**config.mk**
```make
export PLATFORM = sky130hd
export DESIGN_NAME = circular_queue_fifo_unit
export DESIGN_NICKNAME = d
export VERILOG_FILES = /design/src/hdl/cqf_pkg.sv /design/src/hdl/cqf_ram.sv /design/src/hdl/cqf_ctrl.sv /design/src/hdl/cqf_dp.sv /design/src/hdl/circular_queue_fifo_unit.sv
export SDC_FILE = /design/constraint.sdc
export NUM_CORES = 1
export LEC_CHECK = 0
export ABC_AREA = 1
export BUFFER_PORTS_ARGS = -buffer_cell sky130_fd_sc_hd__buf_2
export CORE_MARGIN = 4
export CORE_UTILIZATION = 40
export CTS_CLUSTER_SIZE = 25
export DETAILED_ROUTE_END_ITERATION = 12
export GPL_ROUTABILITY_DRIVEN = 0
export SLEW_MARGIN = 5
export SYNTH_ARGS = -nofsm -noshare
export SYNTH_HDL_FRONTEND = slang
export SYNTH_HIERARCHICAL = 1
export SYNTH_SLANG_ARGS = --single-unit
```
**constraint.sdc**
```tcl
create_clock -name clk -period 6.5 [get_ports clk]
set_input_delay 0.975 -clock clk [delete_from_list [all_inputs] [get_ports clk]]
set_output_delay 0.975 -clock clk [all_outputs]
set_load 0.03 [all_outputs]
```
**src/hdl/cqf_pkg.sv**
```systemverilog
package cqf_pkg;

  localparam int DATA_W        = 32;
  localparam int DEFAULT_DEPTH = 8;

  localparam logic [1:0] CMD_INSERT  = 2'd0;
  localparam logic [1:0] CMD_DELETE  = 2'd1;
  localparam logic [1:0] CMD_DISPLAY = 2'd2;

  localparam logic [1:0] ST_OK       = 2'd0;
  localparam logic [1:0] ST_OVERFLOW = 2'd1;
  localparam logic [1:0] ST_EMPTY    = 2'd2;

  typedef struct packed {
    logic [1:0]               cmd;
    logic signed [DATA_W-1:0] data_value;
  } in_item_t;

  typedef struct packed {
    logic [1:0]               status;
    logic signed [DATA_W-1:0] out_value;
    logic                     last;
  } out_item_t;

  typedef struct packed {
    logic       emit;
    logic [1:0] emit_status;
    logic       emit_ram;
    logic       emit_last;
    logic       insert;
    logic       remove;
    logic       walk_load;
    logic       walk_step;
  } dp_cmd_t;

  typedef struct packed {
    logic is_empty;
    logic is_full;
    logic walk_at_tail;
  } dp_stat_t;

endpackage

```
**src/hdl/cqf_ram.sv**
```systemverilog
module cqf_ram
  import cqf_pkg::*;
#(
  parameter int WIDTH = DATA_W,
  parameter int DEPTH = DEFAULT_DEPTH
) (
  input  logic                     clk,
  input  logic                     we,
  input  logic [$clog2(DEPTH)-1:0] waddr,
  input  logic [WIDTH-1:0]         wdata,
  input  logic [$clog2(DEPTH)-1:0] raddr,
  output logic [WIDTH-1:0]         rdata
);

  logic [WIDTH-1:0] mem [DEPTH];

  always_ff @(posedge clk) begin
    if (we) begin
      mem[waddr] <= wdata;
    end
    rdata <= mem[raddr];
  end

endmodule

```
**src/hdl/cqf_ctrl.sv**
```systemverilog
module cqf_ctrl
  import cqf_pkg::*;
(
  input  logic       clk,
  input  logic       rst,
  input  logic       start,
  input  logic [1:0] cmd,
  input  dp_stat_t   stat,
  output dp_cmd_t    ctl,
  output logic       busy
);

  typedef enum logic [1:0] {
    S_IDLE,
    S_DEL,
    S_DISP
  } state_t;

  state_t state;
  state_t state_next;
  logic   accept;

  assign busy   = (state != S_IDLE);
  assign accept = start && !busy;

  always_comb begin
    ctl        = '0;
    state_next = state;
    case (state)
      S_IDLE: begin
        if (accept) begin
          case (cmd)
            CMD_INSERT: begin
              ctl.emit      = 1'b1;
              ctl.emit_last = 1'b1;
              if (stat.is_full) begin
                ctl.emit_status = ST_OVERFLOW;
              end else begin
                ctl.emit_status = ST_OK;
                ctl.insert      = 1'b1;
              end
            end
            CMD_DELETE: begin
              if (stat.is_empty) begin
                ctl.emit        = 1'b1;
                ctl.emit_status = ST_EMPTY;
                ctl.emit_last   = 1'b1;
              end else begin
                ctl.remove = 1'b1;
                state_next = S_DEL;
              end
            end
            CMD_DISPLAY: begin
              if (stat.is_empty) begin
                ctl.emit        = 1'b1;
                ctl.emit_status = ST_EMPTY;
                ctl.emit_last   = 1'b1;
              end else begin
                ctl.walk_load = 1'b1;
                state_next    = S_DISP;
              end
            end
            default: begin
            end
          endcase
        end
      end
      S_DEL: begin
        ctl.emit        = 1'b1;
        ctl.emit_status = ST_OK;
        ctl.emit_ram    = 1'b1;
        ctl.emit_last   = 1'b1;
        state_next      = S_IDLE;
      end
      S_DISP: begin
        ctl.emit        = 1'b1;
        ctl.emit_status = ST_OK;
        ctl.emit_ram    = 1'b1;
        ctl.emit_last   = stat.walk_at_tail;
        ctl.walk_step   = 1'b1;
        if (stat.walk_at_tail) begin
          state_next = S_IDLE;
        end
      end
      default: begin
        state_next = S_IDLE;
      end
    endcase
  end

  always_ff @(posedge clk) begin
    if (rst) begin
      state <= S_IDLE;
    end else begin
      state <= state_next;
    end
  end

  a_del_one_beat: assert property (@(posedge clk) disable iff (rst)
    state == S_DEL |=> state == S_IDLE)
    else $error("delete readout did not return to idle");

  a_disp_holds: assert property (@(posedge clk) disable iff (rst)
    (state == S_DISP && !stat.walk_at_tail) |=> state == S_DISP)
    else $error("display walk ended before the tail");

  a_disp_ends: assert property (@(posedge clk) disable iff (rst)
    (state == S_DISP && stat.walk_at_tail) |=> state == S_IDLE)
    else $error("display walk ran past the tail");

endmodule

```
**src/hdl/cqf_dp.sv**
```systemverilog
module cqf_dp
  import cqf_pkg::*;
#(
  parameter int DEPTH = DEFAULT_DEPTH
) (
  input  logic                     clk,
  input  logic                     rst,
  input  logic signed [DATA_W-1:0] data_value,
  input  dp_cmd_t                  ctl,
  output dp_stat_t                 stat,
  output out_item_t                result,
  output logic                     strobe
);

  localparam int IW = $clog2(DEPTH);

  logic [IW-1:0]     head;
  logic [IW-1:0]     tail;
  logic [IW-1:0]     walk;
  logic              is_empty;
  logic [IW-1:0]     tail_inc;
  logic [IW-1:0]     head_inc;
  logic [IW-1:0]     walk_inc;
  logic              ram_we;
  logic [IW-1:0]     ram_waddr;
  logic [IW-1:0]     ram_raddr;
  logic [DATA_W-1:0] ram_rdata;

  function automatic logic [IW-1:0] next_idx(input logic [IW-1:0] i);
    return (i == IW'(DEPTH - 1)) ? '0 : i + 1'b1;
  endfunction

  assign tail_inc = next_idx(tail);
  assign head_inc = next_idx(head);
  assign walk_inc = next_idx(walk);

  assign stat.is_empty     = is_empty;
  assign stat.is_full      = !is_empty && (tail_inc == head);
  assign stat.walk_at_tail = (walk == tail);

  assign ram_we    = ctl.insert;
  assign ram_waddr = is_empty ? '0 : tail_inc;
  assign ram_raddr = ctl.walk_step ? walk_inc : head;

  cqf_ram #(
    .WIDTH (DATA_W),
    .DEPTH (DEPTH)
  ) u_ram (
    .clk   (clk),
    .we    (ram_we),
    .waddr (ram_waddr),
    .wdata ($unsigned(data_value)),
    .raddr (ram_raddr),
    .rdata (ram_rdata)
  );

  always_ff @(posedge clk) begin
    if (rst) begin
      head     <= '0;
      tail     <= '0;
      is_empty <= 1'b1;
    end else if (ctl.insert) begin
      if (is_empty) begin
        head     <= '0;
        tail     <= '0;
        is_empty <= 1'b0;
      end else begin
        tail <= tail_inc;
      end
    end else if (ctl.remove) begin
      if (head == tail) begin
        head     <= '0;
        tail     <= '0;
        is_empty <= 1'b1;
      end else begin
        head <= head_inc;
      end
    end
  end

  always_ff @(posedge clk) begin
    if (ctl.walk_load) begin
      walk <= head;
    end else if (ctl.walk_step) begin
      walk <= walk_inc;
    end
  end

  always_ff @(posedge clk) begin
    if (rst) begin
      strobe <= 1'b0;
    end else begin
      strobe <= ctl.emit;
    end
  end

  always_ff @(posedge clk) begin
    if (ctl.emit) begin
      result.status    <= ctl.emit_status;
      result.out_value <= ctl.emit_ram ? $signed(ram_rdata) : '0;
      result.last      <= ctl.emit_last;
    end
  end

  a_empty_at_zero: assert property (@(posedge clk) disable iff (rst)
    is_empty |-> (head == '0 && tail == '0))
    else $error("empty queue with indices away from slot zero");

  a_overflow_full: assert property (@(posedge clk) disable iff (rst)
    (strobe && result.status == ST_OVERFLOW) |-> stat.is_full)
    else $error("overflow reported on a queue that is not full");

  a_partial_ok: assert property (@(posedge clk) disable iff (rst)
    (strobe && !result.last) |-> result.status == ST_OK)
    else $error("non-final beat with an error status");

endmodule

```
**src/hdl/circular_queue_fifo_unit.sv**
```systemverilog
// Circular queue of DEPTH signed 32-bit words. A command is taken when start is high and
// busy is low. Busy stays low for an insert, so inserts, overflows and empty replies can
// follow every cycle; each gives one result beat on the cycle after it is taken. Delete
// holds busy through a readout state, set by the registered read port of the slot memory:
// the word comes out in the cycle after the read is issued. Display gives one beat per stored
// word, one memory read per beat, oldest first, with last on the newest word. Code 3 is
// dropped with no beat. Result beats are shown on result for one cycle with strobe high and
// must be captured then: there is no way to hold them off. No clearing pass after reset.
module circular_queue_fifo_unit
  import cqf_pkg::*;
#(
  parameter int DEPTH = DEFAULT_DEPTH
) (
  input  logic      clk,
  input  logic      rst,
  input  logic      start,
  input  in_item_t  request,
  output logic      busy,
  output logic      strobe,
  output out_item_t result
);

  dp_cmd_t  ctl;
  dp_stat_t stat;

  cqf_ctrl u_ctrl (
    .clk   (clk),
    .rst   (rst),
    .start (start),
    .cmd   (request.cmd),
    .stat  (stat),
    .ctl   (ctl),
    .busy  (busy)
  );

  cqf_dp #(
    .DEPTH (DEPTH)
  ) u_dp (
    .clk        (clk),
    .rst        (rst),
    .data_value (request.data_value),
    .ctl        (ctl),
    .stat       (stat),
    .result     (result),
    .strobe     (strobe)
  );

endmodule

```
==> qor.txt <==
status = complete, no violations
CTS Buffer Depth = 3
fin area = 16070 um^2
Seq cells post-synth = 336
RSZ-0062 raised after global routing = no
clk_skew = 7.781 ps
Distinct cells, synth = 25
CP Launch Type = flip-flop
cell breakdown of the critical path = ha_1 -> ha_1 -> inv_1 -> o22ai_1 -> nor4_1 -> nor3_1 -> nand2_1 -> nor2_4
total power = 0.006386 W
clock root cell = clkbuf_16
Leakage Power = 7.394 nW
drt total wl = 28260 um
Final HPWL DP = 15730 um
Nets = 1526
switching share of power = 33.21%
cell with the most instances after synthesis = nand2_1
top fanout value on the critical path = 32
number of global-route vias before repair = 8634
largest net degree at the start of global routing = 100
Reg2Reg Setup Slack = 2770 ps
arrival time worst endpoint = 3840 ps
Mapped Cells = 1407
CTS tree = done
row count = 68
grt peak-use layer = met2
Worst Max-Slew Pin Slew = 1200 ps
I/O pins = 74
type of the tightest min-delay check = reg -> reg
WL/cell = 14.44 um
Area Overhead vs Synth = 13.20%
most frequent CP cell = ha_1
TNS Setup = 0 ps
mean post-synth cell area = 10.09 um^2
Psw = 0.002121 W
area of the die = 38570 um^2
via/cell ratio = 4.494
combinational power share = 27.1%
post-synth net total = 1458
fmax = 0.2684 GHz
H-tree depth = 2
relative slew slack = 19.80%
post-CTS sizing = 0
M1 GR Usage = 18.30%
Yosys top cell area share = 62.19%
met3 Track Usage GR = 2.513%
Final ANT Viol Nets = 0
CTS Hold Buffers Added = 0
P per Cell Area = 397.4 nW/um^2
residual overflow from global routing = 0
sequential share of power = 43.3%
PortBufs = 73
vias = 8795
Largest stage delay, worst path = 1000 ps
crit path time final = 3726 ps
layout cells sized above 1 = 10.13%
Slew Limit Fails = 0
leading area contributor after synthesis = edfxtp_1
final setup violation count = 0
top post-synthesis cells by count = 489 x nand2_1, 319 x inv_1, 294 x edfxtp_1, 132 x nand3_1, 42 x dfxtp_1
Final Cycle Share = 57.32%
initial antenna violation count = 1
Total GRT Usage = 14.57%
clock buffers created by TritonCTS = 36
worst IR drop on VDD = 0.0003416 V
die height = 196.4 um
Hold Vio Cnt, Final = 0
top post-synthesis cells by area = edfxtp_1 62%, nand2_1 13%, inv_1 8.4%, dfxtp_1 5.9%, nand3_1 4.7%
max_cap viols = 0
Crit. End Element = flip-flop
floorplan core area = 34800 um^2
DRC Markers = 0
P_int = 0.004265 W
Post-CTS Setup Bufs = 0
asr flop ratio synth = 0%
Clock power frac = 29.5%
Num Clock Sinks = 336
first-pass GRT wire length = 45140 um
M2 GR Usage = 25.86%
Setup Crit Path Kind = reg -> reg
DRT iter0 DRCs = 441
die width = 196.4 um
Top FF cell, synth = edfxtp_1
yosys warns = 6
Worst-Skew Late Latency = 510 ps
initial core utilization = 40.80%
first-pass detailed-route iteration total = 5
number of synthesized flops with an enable pin = 294
register area share after synthesis = 68.11%
Required @ worst endpoint = 6610 ps
Clock Pin Slew Worst Setup and Hold Paths = 60 ps
Mapped Area = 14200 um^2
critical path's slowest cell = nor2_4
Area after DPL = 14980 um^2
==> kinds of logic after synthesis <==
kind of cell,count (synthesis),share of synthesized area (%)
AO/OA/AOI/OAI,23,0.8726
XOR/XNOR,5,0.3085
adder cells (fa/ha/maj),14,1.234
buffers and inverters,374,10.81
flip-flops,336,68.11
AND/OR/NAND/NOR,655,18.67
==> worst paths after layout <==
path	start	to	depth (start not counted)
hold reg to reg	u_dp/u_ram/rdata[4]	u_dp/result[5]	2
setup reg to reg	u_dp/tail[0]	u_dp/u_ram/mem[7][15]	8
setup / recovery	u_dp/tail[0]	u_dp/u_ram/mem[7][15]	8
hold / removal	u_dp/u_ram/rdata[4]	u_dp/result[5]	2
==> final cells by class <==
type	instances	area (um^2)
Timing Repair Buffer	82	432.9
Clock inverter	12	85.08
Multi-Input combinational cell	697	3098
Clock buffer	52	1002
Sequential cell	336	9669
Inverter	322	1211
Fill cell	3216	18730
Tap cell	455	569.3
Antenna cell	1	2.502
==> routing by layer <==
metal / wire (um) / part of all wire, % / up-vias
met4: 634 / 2.2 / 0
li1: - / - / 4500
met2: 13920 / 49 / 141
met5: 0 / 0 / -
met3: 1131 / 4.0 / 46
met1: 12580 / 45 / 4108
==> worst max-delay path, delay by kind of cell, from the launching register on <==
family,cells,cell delay (ps)
simple gates,4,2230
fa+ha+maj,2,510
buf+inv,1,50
compound gates,1,160
flops,1,360
==> state kept, by name, summed over array words and instances, names as in the netlist <==
signal / count
u_dp/result: 35
u_dp/is_empty: 1
u_dp/u_ram/rdata: 32
u_dp/strobe: 1
u_ctrl/state: 2
u_dp/u_ram/mem: 256
u_dp/tail: 3
u_dp/walk: 3
u_dp/head: 3
==> stage by stage <==
step	worst slack, ps	utilization (%)	instances	hold slack [ps]
6_report	2774	46.18	1957	484.9
5_1_grt	2463	46.18	1957	505.3
4_1_cts	2743	46.17	1956	487.4
3_5_place_dp	2536	43.05	1892	473.6
3_3_place_gp	2588	43.05	1892	467.3
2_1_floorplan	2758	-	1407	461.3
==> cell usage in the layout, fill, tap and decap left out, types with 2 or more instances in the layout <==
master     count
xor2_1         4
inv_2          2
nand2_2        4
nand2_1      489
nor2_1        13
edfxtp_1     294
inv_1        319
nor3_1         5
a21oi_1       10
clkinv_2       7
buf_4          9
clkbuf_1      13
ha_1          14
clkbuf_8       2
o21ai_4        3
nor2_4         8
clkinv_1       3
clkbuf_16     37
buf_2         73
nand3_1      132
dfxtp_1       42
nor4_1         2
o21ai_0        6
==> power groups by stage <==
stage / Sequential, W / Combinational [W] / Clock [W]
floorplan: 0.00306 / 0.00102 / 0
global placement: 0.00281 / 0.00176 / 0
detailed placement: 0.00281 / 0.00178 / 0
CTS: 0.00277 / 0.00179 / 0.00194
global route: 0.00279 / 0.00196 / 0.00204
finish: 0.00277 / 0.00173 / 0.00189
(Power assumes the default switching activity.)
